--- config.mk ---
export PLATFORM = sky130hd
export DESIGN_NAME = sfmu_lane
export DESIGN_NICKNAME = d
export VERILOG_FILES = /design/src/rtl/six_axis_sliding_median_unit_defines.svh /design/src/rtl/sfmu_pkg.sv /design/src/rtl/sfmu_lane.sv
export SDC_FILE = /design/constraint.sdc
export NUM_CORES = 2
export LEC_CHECK = 0
export ABC_AREA = 1
export BUFFER_PORTS_ARGS = -buffer_cell sky130_fd_sc_hd__buf_4
export CORE_MARGIN = 8
export CORE_UTILIZATION = 40
export CTS_BUF_LIST = sky130_fd_sc_hd__clkbuf_8
export DETAILED_ROUTE_END_ITERATION = 6
export GPL_TIMING_DRIVEN = 0
export PLACE_DENSITY = 0.65
export RECOVER_POWER = 100
export SLEW_MARGIN = 30
export SYNTH_ARGS = -nofsm -noshare
export SYNTH_HDL_FRONTEND = slang
export SYNTH_SLANG_ARGS = --single-unit
--- constraint.sdc ---
create_clock -name aclk -period 5.4 [get_ports aclk]
set_clock_uncertainty 0.05 [all_clocks]
set_input_delay 1.08 -clock aclk [delete_from_list [all_inputs] [get_ports aclk]]
set_output_delay 1.08 -clock aclk [all_outputs]
set_load 0.02 [all_outputs]
--- src/rtl/six_axis_sliding_median_unit_defines.svh ---
// Assertion macros shared by the six-axis sliding median RTL.
// Included by files that carry concurrent assertions; depends on nothing.
`ifndef SIX_AXIS_SLIDING_MEDIAN_UNIT_DEFINES_SVH
`define SIX_AXIS_SLIDING_MEDIAN_UNIT_DEFINES_SVH

// The consequent must hold in the same cycle as the antecedent.
`define SFMU_ASSERT_NOW(label, clk, rstn, ante, cons) \
    label: assert property (@(posedge clk) disable iff (!(rstn)) (ante) |-> (cons)) \
        else $error("same-cycle check failed");

// The consequent must hold in the cycle after the antecedent.
`define SFMU_ASSERT_NEXT(label, clk, rstn, ante, cons) \
    label: assert property (@(posedge clk) disable iff (!(rstn)) (ante) |=> (cons)) \
        else $error("next-cycle check failed");

`endif

--- src/rtl/sfmu_pkg.sv ---
// Shared constants and types of the six-axis sliding median unit.
// Used by the lane, merge and top-level modules; depends on nothing.
package sfmu_pkg;

    localparam int NUM_CH          = 6;
    localparam int DEF_WINDOW      = 10;
    localparam int DEF_SAMPLE_BITS = 24;
    localparam int HELD_BITS       = 4;

    // Pipeline load strobes handed from the top level to every lane.
    typedef struct packed {
        logic shift;   // a new sample enters the window
        logic load1;   // the compare stage takes the window
        logic load2;   // the rank stage takes the compare results
    } sfmu_ctrl_t;

endpackage

--- src/rtl/sfmu_lane.sv ---
// One channel of the median filter: sample window, pairwise compares, rank match.
// Depends on sfmu_pkg for the pipeline control struct.
module sfmu_lane #(
    parameter int WINDOW      = 10,
    parameter int SAMPLE_BITS = 24,
    parameter int CNT_W       = 4
) (
    input  logic                          aclk,
    input  sfmu_pkg::sfmu_ctrl_t          ctrl,
    input  logic signed [SAMPLE_BITS-1:0] sample,
    input  logic [CNT_W-1:0]              fill0,
    input  logic [CNT_W-1:0]              rank1,
    output logic [WINDOW-1:0]             hit,
    output logic signed [SAMPLE_BITS-1:0] val [WINDOW]
);
    import sfmu_pkg::*;

    // Window, newest sample in entry 0; entries at or beyond the fill count are unused.
    logic signed [SAMPLE_BITS-1:0] win_reg [WINDOW];

    logic signed [SAMPLE_BITS-1:0] val1_reg [WINDOW];
    logic [WINDOW-1:0]             vld1_reg;
    logic [WINDOW-1:0]             lt_reg [WINDOW];
    logic [WINDOW-1:0]             le_reg [WINDOW];
    logic [WINDOW-1:0]             vld0;
    logic [WINDOW-1:0]             lt_next [WINDOW];
    logic [WINDOW-1:0]             le_next [WINDOW];

    logic signed [SAMPLE_BITS-1:0] val2_reg [WINDOW];
    logic [WINDOW-1:0]             hit_reg;
    logic [WINDOW-1:0]             hit_next;

    always_ff @(posedge aclk) begin
        if (ctrl.shift) begin
            win_reg[0] <= sample;
            for (int i = 1; i < WINDOW; i++) begin
                win_reg[i] <= win_reg[i-1];
            end
        end
    end

    // Row i of lt/le marks the valid entries j below / not above entry i.
    always_comb begin
        for (int i = 0; i < WINDOW; i++) begin
            vld0[i] = (CNT_W'(i) < fill0);
        end
        for (int i = 0; i < WINDOW; i++) begin
            for (int j = 0; j < WINDOW; j++) begin
                lt_next[i][j] = vld0[j] && (win_reg[j] <  win_reg[i]);
                le_next[i][j] = vld0[j] && (win_reg[j] <= win_reg[i]);
            end
        end
    end

    always_ff @(posedge aclk) begin
        if (ctrl.load1) begin
            val1_reg <= win_reg;
            vld1_reg <= vld0;
            lt_reg   <= lt_next;
            le_reg   <= le_next;
        end
    end

    // An entry holds the wanted rank when that rank falls within its run of equal values.
    always_comb begin
        for (int i = 0; i < WINDOW; i++) begin
            hit_next[i] = vld1_reg[i]
                && (CNT_W'($countones(lt_reg[i])) <= rank1)
                && (rank1 < CNT_W'($countones(le_reg[i])));
        end
    end

    always_ff @(posedge aclk) begin
        if (ctrl.load2) begin
            val2_reg <= val1_reg;
            hit_reg  <= hit_next;
        end
    end

    assign hit = hit_reg;
    assign val = val2_reg;

endmodule

* Yosys cells after proc, flatten, opt, wreduce, memory -nomap -nowiden
Index checks and enable logic that the tools add are counted.
W data, S select, Z words.
** Word-level totals
- Bits in registers :: 940
- Bits of input ports :: 36
- Output and inout bits :: 250
** Operators by class
- Add/subtract/negate cells :: 180
- Order comparisons :: 230
- Reduce and logical (&&, ||, !) cells :: 220
** Operators by type and width (number)
- $le A24 B24 Y1 :: 100
- $lt A24 B24 Y1 :: 100
- $logic_and A1 B1 Y1 :: 220
- $add A1 B1 Y2 :: 100
- $add A2 B2 Y3 :: 40
- $add A3 B3 Y4 :: 20
- $add A4 B2 Y4 :: 20
- $le A4 B4 Y1 :: 10
- $lt A4 B4 Y1 :: 10
- $lt A3 B4 Y1 const A :: 4
- $lt A1 B4 Y1 const A :: 2
- $lt A2 B4 Y1 const A :: 2
- $lt A4 B4 Y1 const A :: 2

* Depth between registers and ports, before layout
- Depth in word-level cells :: 7
- Gate-level depth with buffers :: 15
- Gate-level depth less buffers :: 15

* Worst setup path before layout
OpenSTA, ideal clock, no wires.
- Path type :: register to register
- Start point :: register lt_reg[40] (netlist name)
- End point :: register hit_reg[5] (netlist: hit[5]), data pin
- Arrival time :: 3.226 ns
- Required time :: 5.093 ns
- Slack :: 1.866 ns
- Cell stages (with the launch flop) :: 16
- Path buffers :: 0
- Path through :: edfxtp_1 > fa_1 > fa_1 > inv_1 > fa_1 > inv_1 > ha_1 > inv_1 > fa_1 > xor2_1 > ha_1 > nand2_1 > inv_1 > o21ai_0 > a32oi_1 > nor3_1
** On the way
- Word-level cells in the longest chain between the ends :: 7
** RTL lines
- start, declared :: RTL line sfmu_lane.sv:23 : logic [WINDOW-1:0] lt_reg [WINDOW];
- start signal, assigned :: RTL line sfmu_lane.sv:59 : lt_reg <= lt_next;
- $add A1 B1 Y2 (implied by the code) :: RTL line sfmu_lane.sv:68 : && (CNT_W'($countones(lt_reg[i])) <= rank1)
- $add A2 B2 Y3 (implied by the code) :: RTL line sfmu_lane.sv:68
- $add A3 B3 Y4 (implied by the code) :: RTL line sfmu_lane.sv:68
- $add A4 B2 Y4 (implied by the code) :: RTL line sfmu_lane.sv:68
- $le A4 B4 Y1 :: RTL line sfmu_lane.sv:68
- $logic_and A1 B1 Y1 :: RTL line sfmu_lane.sv:68
- $logic_and A1 B1 Y1 :: RTL line sfmu_lane.sv:69 : && (rank1 < CNT_W'($countones(le_reg[i])));
- via hit_next[5] :: RTL line sfmu_lane.sv:31 : logic [WINDOW-1:0] hit_next;
- end signal, assigned :: RTL line sfmu_lane.sv:76 : hit_reg <= hit_next;
- end, declared :: RTL line sfmu_lane.sv:30 : logic [WINDOW-1:0] hit_reg;
The timed path passes the listed nets, and every way through them passes these cells.
A chain may end at the register's enable or synchronous reset.

==> results.sh <==
export IMPL_yosysWarnings=0
export IMPL_worst_slack_ns=0.7922
export IMPL_drv_cap=5
export IMPL_drt_iter0_drc=4436
export IMPL_ant_nets=0
export IMPL_p_per_area_nw_per_um2=305.7
export IMPL_cts_sinks=920
export IMPL_dp_hpwl_um=172500
export IMPL_start_util_pct=40.22
export IMPL_die_h_um=411.8
export IMPL_vias_per_cell=5.249
export IMPL_cts_resized=0
export IMPL_status="finished with violations"
export IMPL_crit_family="simple AND/OR/NAND/NOR gates"
export IMPL_cp_cell_sequence="inv_1 -> ha_1 -> nand2_1 -> nor2_1 -> nand4_1 -> nor2_1 -> nand2_1 -> nand4_1 -> nand3_1 -> nand2_1 -> inv_1"
export IMPL_fin_util_pct=44.54
export IMPL_rows=145
export IMPL_synth_distinct_cells=35
export IMPL_overflow=0
export IMPL_syn_inst=6387
export IMPL_r2r_slack_ns=0.79
export IMPL_peakVddDrop_v=0.0002677
export IMPL_path_buf_inv=2
export IMPL_grt_start_max_net_pins=83
export IMPL_crit_slowest_cell="nor2_1"
export IMPL_pwr_share_seq_pct=42.7
export IMPL_yosysSeqAreaShare_pct=44.08
export IMPL_cp_max_fo=9
export IMPL_drive_gt1_share_pct=3.923
export IMPL_finalSetupViolCount=0
export IMPL_hold_end="win_reg[230]"
export IMPL_path_clk_slew_ns=0.06
export IMPL_avgSynthCellArea_um2=9.813
export IMPL_pre_cts_ws_ns=0.9404
export IMPL_p_switching_w=0.007359
export IMPL_power_internal_w=0.01386
export IMPL_n_fill_cell=14810
export IMPL_ioPinCount=286
export IMPL_ys_seq_elements=920
export IMPL_crit_cells=11
export IMPL_rsz0062_at_grt="no"
export IMPL_finalCriticalPeriod_ns=4.608
export IMPL_numCtsBuffers=155
export IMPL_grt_pass1_vias=45410
export IMPL_fp_dieW_um=411.8
export IMPL_hold_viol=0
export IMPL_crit_path_frequent_cell="nand2_1"
export IMPL_drc=0
export IMPL_htree_levels=4
export IMPL_p_clk_share_pct=28.5
export IMPL_grt_pass1_wl_um=311900
export IMPL_wl_per_cell_um=24.45
export IMPL_fp_coreArea_um2=155800
export IMPL_die_area_um2=169600
export IMPL_synthesis_area_um2=62680
export IMPL_port_buffers=285
export IMPL_grt_usage_pct=25.56
export IMPL_swShare_pct=34.69
export IMPL_max_freq_ghz=0.2170
export IMPL_worst_pin_slew_ns=3.455
export IMPL_final_setup_tns_ns=0
export IMPL_hold_start="sample[14]"
export IMPL_hold_depth=1
export IMPL_fin_crit_sh_pct=85.33
export IMPL_r2r_end="le_reg[8]"
export IMPL_holdBufCountCts=0
export IMPL_holdWs_ns=0.2469
export IMPL_relSlewSlack_pct=-130.3
export IMPL_cp_arrival_ns=5.26
export IMPL_cts_root_buf="clkbuf_8"
export IMPL_crit_path_start_kind="flop"
export IMPL_pwr_share_comb_pct=28.8
export IMPL_cts_tree="done"
export IMPL_power_total_w=0.02122
export IMPL_nets=8186
export IMPL_endpoint_kind="flop"
export IMPL_wirelength_um=220600
export IMPL_gp_congestion=0.9979
export IMPL_antenna_found_initial=6
export IMPL_critPathRequiredTime_ns=6.05
export IMPL_p_leak_nw=34.22
export IMPL_r2r_cells=11
export IMPL_cts_path_max_buffers=3
export IMPL_syn_nets=7733
export IMPL_worstReg2RegStart="win_reg[23]"
export IMPL_worst_path_largest_cell_delay_ns=0.76
export IMPL_vias=47360
export IMPL_firstDrtPassIters=6
export IMPL_clk_latency_ns=0.98
export IMPL_violations="capacitance limit, slew limit"
export IMPL_path_class="flop to flop"
export IMPL_area_growth_pct=10.74
export IMPL_slew_violations=256
export IMPL_post_cts_buffers=0
export IMPL_hold_class="input pin to flop"
[worst max path at each step]
stage          slack (ns)         from           end
6_report             0.79  win_reg[23]     le_reg[8]
2_1_floorplan        1.87   lt_reg[40]        hit[5]
5_1_grt              0.47      ctrl[0]      val[131]
3_5_place_dp         0.94  win_reg[23]     le_reg[8]
3_3_place_gp        -0.60      ctrl[1]  val1_reg[13]
4_1_cts              0.97  win_reg[23]     le_reg[8]
[layout by cell type, fill, tap and decap left out, types with 8 or more instances in the layout]
master and n:
inv_1 1162, nand2_2 19, clkinv_1 31, a21oi_1 403, clkbuf_8 157, clkbuf_1 262, nor3_1 42, a21o_1 90
ha_1 1199, fa_1 111, a32oi_1 10, nand4_1 193, buf_4 8, edfxtp_1 920, nand2_1 1577, a21boi_0 14
xor2_1 9, o21ai_0 35, nand3_1 214, o211ai_1 10, clkbuf_4 27, clkinv_2 18, xnor2_1 11, nor2_1 385
[cells by family after synthesis]
family / count (synthesis) / synth area share (%)
XOR/XNOR: 20 / 0.2795
adder cells (fa/ha/maj): 1310 / 27.48
AO/OA/AOI/OAI: 566 / 5.052
flip-flops: 920 / 44.08
buffers and inverters: 1132 / 6.811
AND/OR/NAND/NOR: 2438 / 16.29
other: 1 / 0.005983
[synth_stat cells]
library cell / number / area, um^2
nand2_1: 1571 / 5897
buf_2: 4 / 20.02
nor3b_1: 1 / 7.510
o21a_1: 2 / 15.01
o21ai_1: 1 / 5.000
nor2_2: 10 / 62.56
a21o_1: 90 / 675.7
buf_4: 4 / 30.03
nand3_1: 189 / 945.9
nor3_2: 1 / 10.01
nand3_2: 28 / 280.3
o21bai_1: 1 / 7.510
a21oi_1: 402 / 2012
xnor2_1: 11 / 96.34
a32oi_1: 10 / 87.58
fa_1: 111 / 2222
edfxtp_1: 920 / 27630
o211ai_1: 10 / 75.07
clkinv_1: 4 / 15.01
xor2_1: 9 / 78.83
ha_1: 1199 / 15000
nor2_1: 377 / 1415
conb_1: 1 / 3.750
clkbuf_1: 2 / 7.510
nor2b_1: 1 / 6.260
a21boi_0: 14 / 105.1
nand4_2: 2 / 25.02
inv_2: 5 / 18.77
inv_1: 1113 / 4178
o21ai_0: 35 / 175.2
nor3_1: 41 / 205.2
a21oi_2: 1 / 8.760
nand2_2: 25 / 156.4
nand4_1: 191 / 1195
nor4_1: 1 / 6.260
[power by group through the flow]
| stage | Clock [W] | Sequential [W] | Combinational (W) |
|---|---|---|---|
| floorplan | 0 | 0.00905 | 0.00402 |
| global placement | 0 | 0.00922 | 0.00586 |
| detailed placement | 0 | 0.00919 | 0.00618 |
| CTS | 0.00626 | 0.00905 | 0.00622 |
| global route | 0.00654 | 0.00909 | 0.00703 |
| finish | 0.00605 | 0.00905 | 0.00611 |
[through the flow]
stage                     instances  cell area (um^2)
after floorplan                6387             62680
after global placement         8730             67390
after detailed placement       8741             67720
after CTS                      9017             70680
after global routing           9023             69410
final                          9023             69410
[routing by layer]
layer	global-route usage [%]	share of wire (%)
met2	39.83	44
met5	0	0.0059
met1	35.02	43
met3	4.143	7.7
met4	11.58	4.9
[cell type report]
class / instances / area, um^2 / share of cell area (%)
diodes: 6 / 15.01 / 0.02163
clock inverters: 119 / 795.8 / 1.146
multi-input cells: 4335 / 30600 / 44.09
flip-flops and latches: 920 / 27630 / 39.80
clock buffers: 157 / 2161 / 3.113
inverters: 1122 / 4212 / 6.067
plain buffers: 10 / 42.54 / 0.06129
repair buffers: 296 / 1384 / 1.994
well taps: 2058 / 2575 / 3.710
No activity file was read; power rests on OpenSTA's default activity.
