===== config.mk =====
export PLATFORM = sky130hd
export DESIGN_NAME = sfmu_merge
export DESIGN_NICKNAME = d
export VERILOG_FILES = /design/src/rtl/six_axis_sliding_median_unit_defines.svh /design/src/rtl/sfmu_pkg.sv /design/src/rtl/sfmu_merge.sv
export SDC_FILE = /design/constraint.sdc
export NUM_CORES = 1
export LEC_CHECK = 0
export BUFFER_PORTS_ARGS = -buffer_cell sky130_fd_sc_hd__clkbuf_2
export CORE_AREA = 2 2 637 639
export DETAILED_ROUTE_END_ITERATION = 8
export DIE_AREA = 0 0 639 641
export GPL_TIMING_DRIVEN = 1
export SLEW_MARGIN = 20
export SYNTH_ARGS = -nofsm -noshare
export SYNTH_HDL_FRONTEND = slang
export SYNTH_SLANG_ARGS = --single-unit

===== constraint.sdc =====
create_clock -name aclk -period 7.7 [get_ports aclk]
set_input_delay 0.77 -clock aclk [delete_from_list [all_inputs] [get_ports aclk]]
set_output_delay 0.77 -clock aclk [all_outputs]
set_load 0.02 [all_outputs]

===== src/rtl/six_axis_sliding_median_unit_defines.svh =====
// Assertion macros shared by the six-axis sliding median RTL.
// Included by files that carry concurrent assertions; depends on nothing.
`ifndef SIX_AXIS_SLIDING_MEDIAN_UNIT_DEFINES_SVH
`define SIX_AXIS_SLIDING_MEDIAN_UNIT_DEFINES_SVH

// The consequent must hold in the same cycle as the antecedent.
`define SFMU_ASSERT_NOW(label, clk, rstn, ante, cons) \
    label: assert property (@(posedge clk) disable iff (!(rstn)) (ante) |-> (cons)) \
        else $error("same-cycle check failed");

// The consequent must hold in the cycle after the antecedent.
`define SFMU_ASSERT_NEXT(label, clk, rstn, ante, cons) \
    label: assert property (@(posedge clk) disable iff (!(rstn)) (ante) |=> (cons)) \
        else $error("next-cycle check failed");

`endif


===== src/rtl/sfmu_pkg.sv =====
// Shared constants and types of the six-axis sliding median unit.
// Used by the lane, merge and top-level modules; depends on nothing.
package sfmu_pkg;

    localparam int NUM_CH          = 6;
    localparam int DEF_WINDOW      = 10;
    localparam int DEF_SAMPLE_BITS = 24;
    localparam int HELD_BITS       = 4;

    // Pipeline load strobes handed from the top level to every lane.
    typedef struct packed {
        logic shift;   // a new sample enters the window
        logic load1;   // the compare stage takes the window
        logic load2;   // the rank stage takes the compare results
    } sfmu_ctrl_t;

endpackage


===== src/rtl/sfmu_merge.sv =====
// Merging stage: picks each lane's matched entry and holds the result transaction.
// Depends on sfmu_pkg for the channel count and the held-count width.
module sfmu_merge #(
    parameter int WINDOW      = 10,
    parameter int SAMPLE_BITS = 24,
    parameter int CNT_W       = 4
) (
    input  logic                           aclk,
    input  logic                           aresetn,
    input  logic                           in_valid,
    input  logic [WINDOW-1:0]              lane_hit [sfmu_pkg::NUM_CH],
    input  logic signed [SAMPLE_BITS-1:0]  lane_val [sfmu_pkg::NUM_CH][WINDOW],
    input  logic [CNT_W-1:0]               cnt,
    output logic                           take,
    output logic                           out_valid,
    input  logic                           out_ready,
    output logic signed [SAMPLE_BITS-1:0]  median [sfmu_pkg::NUM_CH],
    output logic [sfmu_pkg::HELD_BITS-1:0] held
);
    import sfmu_pkg::*;

    logic                          valid_reg;
    logic signed [SAMPLE_BITS-1:0] median_reg [NUM_CH];
    logic signed [SAMPLE_BITS-1:0] median_next [NUM_CH];
    logic [HELD_BITS-1:0]          held_reg;
    logic [CNT_W+HELD_BITS-1:0]    held_wide;

    assign take      = !valid_reg || out_ready;
    assign held_wide = {{HELD_BITS{1'b0}}, cnt};

    // At least one entry of each lane matches, and all matching entries hold the same
    // value, so an OR of gated entries selects it.
    always_comb begin
        for (int c = 0; c < NUM_CH; c++) begin
            median_next[c] = '0;
            for (int i = 0; i < WINDOW; i++) begin
                median_next[c] = median_next[c]
                    | (lane_val[c][i] & {SAMPLE_BITS{lane_hit[c][i]}});
            end
        end
    end

    always_ff @(posedge aclk) begin
        if (!aresetn) begin
            valid_reg <= 1'b0;
        end else if (take) begin
            valid_reg <= in_valid;
        end
    end

    always_ff @(posedge aclk) begin
        if (take && in_valid) begin
            median_reg <= median_next;
            held_reg   <= held_wide[HELD_BITS-1:0];
        end
    end

    assign out_valid = valid_reg;
    assign median    = median_reg;
    assign held      = held_reg;

endmodule


Word level (Yosys, flattened, before mapping):

Cells that the tools add are included.

* logic and storage cells: 125
* bits of input ports: 1508
* output and inout bits: 150
* flip-flop bits (word level): 149

* bitwise operators: 114
* reduce and logical (&&, ||, !) cells: 3

Operators by type and width (count)
* 24-bit AND: 60
* 24-bit bitwise OR: 54
* 1-bit logical AND: 1
* 1-bit logical NOT: 1
* 1-bit logical OR: 1

Depth between registers and ports, before layout:

Gate-level depths: netlist (run 1).

* depth after elaboration: 10
* mapped depth: 4
* mapped depth without buffers: 3

Least setup slack after synthesis (run 1):

Ideal clock, no wire load.

* path type: input -> register
* start: input out_ready
* end: register held_reg[0] (netlist: held[0]), enable pin
* setup slack: 2.720 ns
* setup time: 0.525 ns
* path buffers: 0
* required time: 7.175 ns
* cell stages on the path: 2
* arrival time: 4.455 ns
* path through: nand2b_1 and2_1

* cells in the longest elaborated chain, start to end: 2

Ends and longest elaborated chain
* from (decl): RTL line sfmu_merge.sv:16 `input logic out_ready,`
* 1-bit logical OR: RTL line sfmu_merge.sv:28 `assign take = !valid_reg || out_ready;`
* 1-bit logical AND: RTL line sfmu_merge.sv:52 `if (take && in_valid) begin`
* to (signal assigned): RTL line sfmu_merge.sv:54 `held_reg <= held_wide[HELD_BITS-1:0];`
* to (decl): RTL line sfmu_merge.sv:25 `logic [HELD_BITS-1:0] held_reg;`

No other way between the ends.
A chain may end at the register's enable or synchronous reset.

Worst setup path in the final report (run 1):

* start: register valid_reg (netlist: out_valid)
* end: register median_reg (netlist bit median[16]), enable pin

* cells in the longest elaborated chain, start to end: 3

Ends and longest elaborated chain
* from (decl): RTL line sfmu_merge.sv:22 `logic valid_reg;`
* from (signal assigned): RTL line sfmu_merge.sv:47 `valid_reg <= in_valid;`
* 1-bit logical NOT: RTL line sfmu_merge.sv:28
* 1-bit logical OR: RTL line sfmu_merge.sv:28
* 1-bit logical AND: RTL line sfmu_merge.sv:52
* to (signal assigned): RTL line sfmu_merge.sv:53 `median_reg <= median_next;`
* to (decl): RTL line sfmu_merge.sv:23 `logic signed [SAMPLE_BITS-1:0] median_reg [NUM_CH];`

No other way between the ends.

==> results of run 1 <==
final timing paths:
kind	slack [ps]	end	cells past startpoint	from
max	5060	median[16]	4	out_valid
max reg2reg	5060	median[16]	4	out_valid
min reg2reg	1380	median[134]	2	out_valid
min	330	held[2]	1	cnt[2]
power by group through the flow:
stage / Clock [mW] / Combinational (mW) / Sequential [mW]
floorplan: 0 / 0.368 / 1.00
global placement: 0 / 1.50 / 0.980
detailed placement: 0 / 1.52 / 0.978
CTS: 1.30 / 1.52 / 0.962
global route: 1.29 / 1.57 / 0.962
finish: 1.19 / 1.49 / 0.958
kinds of logic (layout without fill, tap and decap cells):
kind of cell | after synthesis | count (layout) | synth area share
other | 0 | 92 | 0
DFF | 149 | 149 | 0.359
buffers and inverters | 121 | 1769 | 0.0498
AOI/OAI and AO/OA | 721 | 721 | 0.518
and+or+nand+nor | 146 | 146 | 0.0734
worst max-delay path: stages, from the launching register on:
cell and delay (ps):
dfxtp_1 340, nand2b_1 420, and2_4 490, buf_12 470
buf_4 410
synthesized netlist by cell type:
| master | count | area (um2) |
|---|---|---|
| buf_2 | 45 | 225 |
| dfxtp_1 | 1 | 20.0 |
| a221oi_1 | 37 | 324 |
| and2_1 | 1 | 6.26 |
| a21boi_0 | 1 | 7.51 |
| a221oi_2 | 107 | 1610 |
| a22oi_1 | 432 | 3240 |
| buf_6 | 12 | 135 |
| nand2b_1 | 1 | 6.26 |
| clkbuf_1 | 58 | 218 |
| edfxtp_1 | 148 | 4440 |
| a22o_1 | 144 | 1260 |
| inv_1 | 1 | 3.75 |
| buf_4 | 5 | 37.5 |
| nand4_1 | 144 | 901 |
per-stage QoR:
step | util | area [um2] | power [mW]
floorplan | - | 12400 | 1.37
global placement | 0.0675 | 27100 | 2.48
detailed placement | 0.0684 | 27500 | 2.49
CTS | 0.0701 | 28200 | 3.78
global route | 0.0706 | 28400 | 3.83
finish | 0.0707 | 28400 | 3.64
layer usage:
metal  wire (um)  vias up  share of wire
li1            -     8731              -
met1      129000    10960           0.38
met2      147000     2090           0.44
met3       48500      721           0.14
met4       10200      214          0.030
met5        1440        -         0.0043
cell usage in the layout, fill, tap and decap left out, types with 2 or more instances in the layout:
cell,Yosys,layout
clkbuf_2,0,1657
a22oi_1,432,413
edfxtp_1,148,148
a22o_1,144,144
nand4_1,144,144
a221oi_2,107,107
diode_2,0,92
buf_4,5,58
a221oi_1,37,37
clkbuf_16,0,21
a22oi_2,0,19
buf_6,12,14
buf_8,0,5
clkinv_2,0,3
bufinv_16,0,3
clkinvlp_4,0,2
cell type report:
| class | count | share of cell area |
|---|---|---|
| clock inverters | 12 | 0.00537 |
| clock buffers | 21 | 0.0185 |
| diodes | 92 | 0.00810 |
| inverters | 1 | 0.000132 |
| well taps | 5287 | 0.233 |
| repair buffers | 1735 | 0.316 |
| multi-input cells | 867 | 0.262 |
| flip-flops and latches | 149 | 0.157 |
==> flow_summary.ini, run 1 <==
[drt]
dr.pass1.iters = 6
totalWireLength_um = 336000
vias = 22716
drc_errors = 0
wl_per_cell_um = 41.2
antenna_left = 0
vias_per_cell = 2.78
drt_iter0_markers = 2634

[placement]
gp_congestion = 0.914
dp_slack_ps = 4350
dp_cells = 8038
dp_hpwl_um = 313000
portBuffers = 1657

[clocking]
cts_setup_buffers = 0
cts_sinks = 149
clk_path_buf_depth = 3
clkTransAtPathRegs_ps = 100
cts_max_level = 4
cts_hold_buf = 0
cts_root_buffer = clkbuf_16
cts_tree = done
numCtsBuffers = 21
cts_resized = 0
clock_latency_ps = 610

[sta]
setup-tns-final_ps = 0
worst_slack_ps = 5060
grt_setup_unrepaired = false
relSlewSlack = 0.169
tightest_slew_ps = 1250
finalSetupViolations = 0
fin_crit_ps = 2640
timing.fmax_mhz = 378
fin_worst_skew_ps = 42.2
finalMaxSlewViolations = 0
hold_ws_ps = 332
hold_viol_final = 0
finalCritPeriodShare = 0.343

[global_route]
grt_max_degree = 70
grt_overflow = 0
grt_use_met3 = 0.0957
grt_usage = 0.157
antenna_found_initial = 302
top_usage_layer = met2
grt_pass1_vias = 20976
grt_pass1_wl_um = 380000
met1_usage = 0.180
use_met2 = 0.243

[synthesis]
avgSynthCellArea_um2 = 10.9
post_synth_instance_area_um2 = 12400
ys_seq_area_frac = 0.359
synth.net_count = 2645
synth.distinct_cells = 15
synth_cells = 1137
yosysWarningCount = 0
synth_seq_cells = 149

[worst_setup_path]
start_kind = flip-flop
worstPathArrival_ps = 2890
critPathMaxFanout = 69
worstPathRequired_ps = 7940
cp-end-kind = flip-flop
crit_type = flip-flop to flip-flop

[cells_and_area]
nets = 4283
drive_gt1_frac = 0.680
seq_area_um2 = 4460
largest_register_ffs = 144
multiInputGateArea_um2 = 7450
area_growth_pct = 129
num-fill-cells = 47354
instances_no_fill = 8164

[floorplan]
core_area_um2 = 402000
initial_core_util = 0.0309
fp.dieW_um = 639
die_h_um = 641
dieArea_um2 = 410000
io_pins = 1658
rows = 233

[power_and_ir_drop]
power_frac_comb = 0.410
switchingPower_mw = 1.58
power.density_nw_per_um2 = 128
power_leakage_nw = 11.0
p_int_mw = 2.06
swShare = 0.434
pwr-share-clk = 0.327
ir_worst_vdd_mv = 0.111
seqPwrFrac = 0.263

[status]
status = finished clean

[flow_run]
maxCapViolCount = 0

[hold_path]
min_path_type = primary input to flip-flop
(Power assumes the default switching activity.)
==> inputs of run 2 (changes only) <==
Settings changed: ABC_AREA set to 1, CORE_AREA 2 2 637 639 to 2 2 646 648, DIE_AREA 0 0 639 641 to 0 0 648 650.
Clock period 7.7 ns to 2.35 ns, I/O delays scaled along.
==> flow_summary.ini, run 2 <==
[sta]
finalCritPeriodShare = 0.949
fin_worst_skew_ps = 27.0
tightest_slew_ps = 991
finalMaxSlewViolations = 0
finalSetupViolations = 0
grt_setup_unrepaired = false
hold_ws_ps = 81.3
fin_crit_ps = 2230
hold_viol_final = 0
relSlewSlack = 0.339
timing.fmax_mhz = 448

[synthesis]
yosys-top-cells-area = nand2_1 50%, edfxtp_1 27%, buf_6 6.8%
avgSynthCellArea_um2 = 5.38
post_synth_instance_area_um2 = 16200
synth_ff_type = edfxtp_1
synth-edff-count = 148
synth_cells = 3010
yosys.area_share.adder = 0
synthTopCellsByCount = 2161 x nand2_1, 288 x nor2_1, 148 x edfxtp_1
yosysWarningCount = 0
synthSimpleGateAreaFrac = 0.612
synth_compound_area_frac = 0.000772
ys_seq_area_frac = 0.275
synth_top_family_by_area = simple AND/OR/NAND/NOR gates
synth_xor_area_frac = 0
synth_top_area_cell = nand2_1
synth.distinct_cells = 11
synth.most_common_cell = nand2_1
synth_top_area_share = 0.501
synth.net_count = 4518
synth_seq_cells = 149
synthMuxAreaShare = 0
synth-async-reset-ratio = 0

[floorplan]
initial_core_util = 0.0391
rows = 237
die_h_um = 650
io_pins = 1658
fp.dieW_um = 648
dieArea_um2 = 421000
core_area_um2 = 415000

[global_route]
grt_pass1_wl_um = 379000
grt_max_degree = 32
grt_usage = 0.146
grt_overflow = 0
antenna_found_initial = 300
grt_pass1_vias = 29003

[cells_and_area]
area_growth_pct = 118
seq_area_um2 = 4470
drive_gt1_frac = 0.355
multiInputGateArea_um2 = 9940
nets = 6542
num-fill-cells = 49400
utilization = 0.0853
mostFrequentLayoutCells = 2161 x nand2_1, 1645 x clkbuf_2, 366 x dlygate4sd3_1
final_common_cell = nand2_1
largest_register_ffs = 144

[placement]
gp_congestion = 1.01
dp_hpwl_um = 296000
portBuffers = 1657

[clocking]
numCtsBuffers = 21
cts_tree = done
clkTransAtPathRegs_ps = 90
clk_path_buf_depth = 3
cts_max_level = 4
cts_sinks = 149
cts_setup_buffers = 0
clock_latency_ps = 600
cts_root_buffer = clkbuf_16

[status]
status = finished clean

[worst_setup_path]
critPathMaxStageDelay_ps = 600
cp-end-kind = flip-flop
start_kind = primary input
critPathBufInv = 3
worstPathArrival_ps = 2580
critPathMaxFanout = 22
worstPathRequired_ps = 2700
cp_cell_sequence = clkbuf_2, nand2_1, nand2_1, nor2_1, dlygate4sd3_1, nand3_1, dlygate4sd3_1
cp_slowest_cell = dlygate4sd3_1
crit_family = buffers and inverters
crit_type = primary input to flip-flop

[power_and_ir_drop]
power_leakage_nw = 18.0
ir_worst_vdd_mv = 0.344
power.density_nw_per_um2 = 353

[drt]
antenna_left = 0
dr.pass1.iters = 5
drt_iter0_markers = 2379
vias = 29750
wl_per_cell_um = 30.3
drc_errors = 0
vias_per_cell = 2.81
totalWireLength_um = 321000

[flow_run]
maxCapViolCount = 0

[hold_path]
min_path_type = primary input to flip-flop
run 2: cell families (layout without fill, tap and decap cells):
kind of cell / Yosys count / after routing
AND/OR/NAND/NOR: 2593 / 2593
buffers and inverters: 266 / 2299
flip-flops: 149 / 149
AO/OA/AOI/OAI: 2 / 2
other: 0 / 62
run 2: final timing paths:
kind	from	endpoint	slack [ps]	cells past startpoint
min	lane_val[253]	median[37]	80	5
max reg2reg	out_valid	median[63]	770	3
min reg2reg	out_valid	median[13]	800	2
max	lane_hit[8]	median[17]	120	7
run 2: worst reg2reg max path: cells and delay by family, from the launching register on:
kind            cells  cell delay, ps
buf+inv             2             620
flops               1             370
compound gates      1             200
run 2: layer usage:
metal  track usage  routed length (um)
met3        0.0526               30000
met4        0.0443               12100
met2         0.255              155000
met1         0.164              123000
met5             0                 950
run 2: where the power goes:
| group | switching [mW] | total (mW) | internal (mW) | leakage, nW |
|---|---|---|---|---|
| logic | 3.57 | 5.70 | 2.14 | 16.5 |
| clock network | 1.93 | 3.69 | 1.77 | 0.294 |
| registers | 0.0663 | 3.12 | 3.05 | 1.20 |
| total | 5.56 | 12.5 | 6.95 | 18.0 |
run 2: layout make-up:
class	instances	share of cell area
Timing Repair Buffer	2121	0.361
Clock inverter	10	0.00258
Antenna cell	62	0.00438
Sequential cell	149	0.126
Tap cell	5497	0.194
Multi-Input combinational cell	2595	0.281
Inverter	146	0.0155
Clock buffer	22	0.0149
run 2: metrics by stage:
stage | area (um2) | setup slack (ps) | setup TNS [ps] | cells | total power, mW
after CTS | 35300 | 23.4 | 0 | 10541 | 13.0
after floorplan | 16200 | -948 | -140270 | 3010 | 4.88
after global routing | 35300 | 9.51 | 0 | 10572 | 13.3
after detailed placement | 31000 | 64.9 | 0 | 10142 | 8.39
final | 35400 | 119 | 0 | 10602 | 12.5
after global placement | 31000 | -5.16 | -5.16 | 10142 | 8.47
run 2: what timing repair did:
action | 4_1_cts | 5_1_grt
hold buffers | 367 | 2
endpoints found under the setup margin | 1 | 3
hold endpoints to repair | 125 | 1
gates resized for setup | 1 | 0
pin swaps | 0 | 0
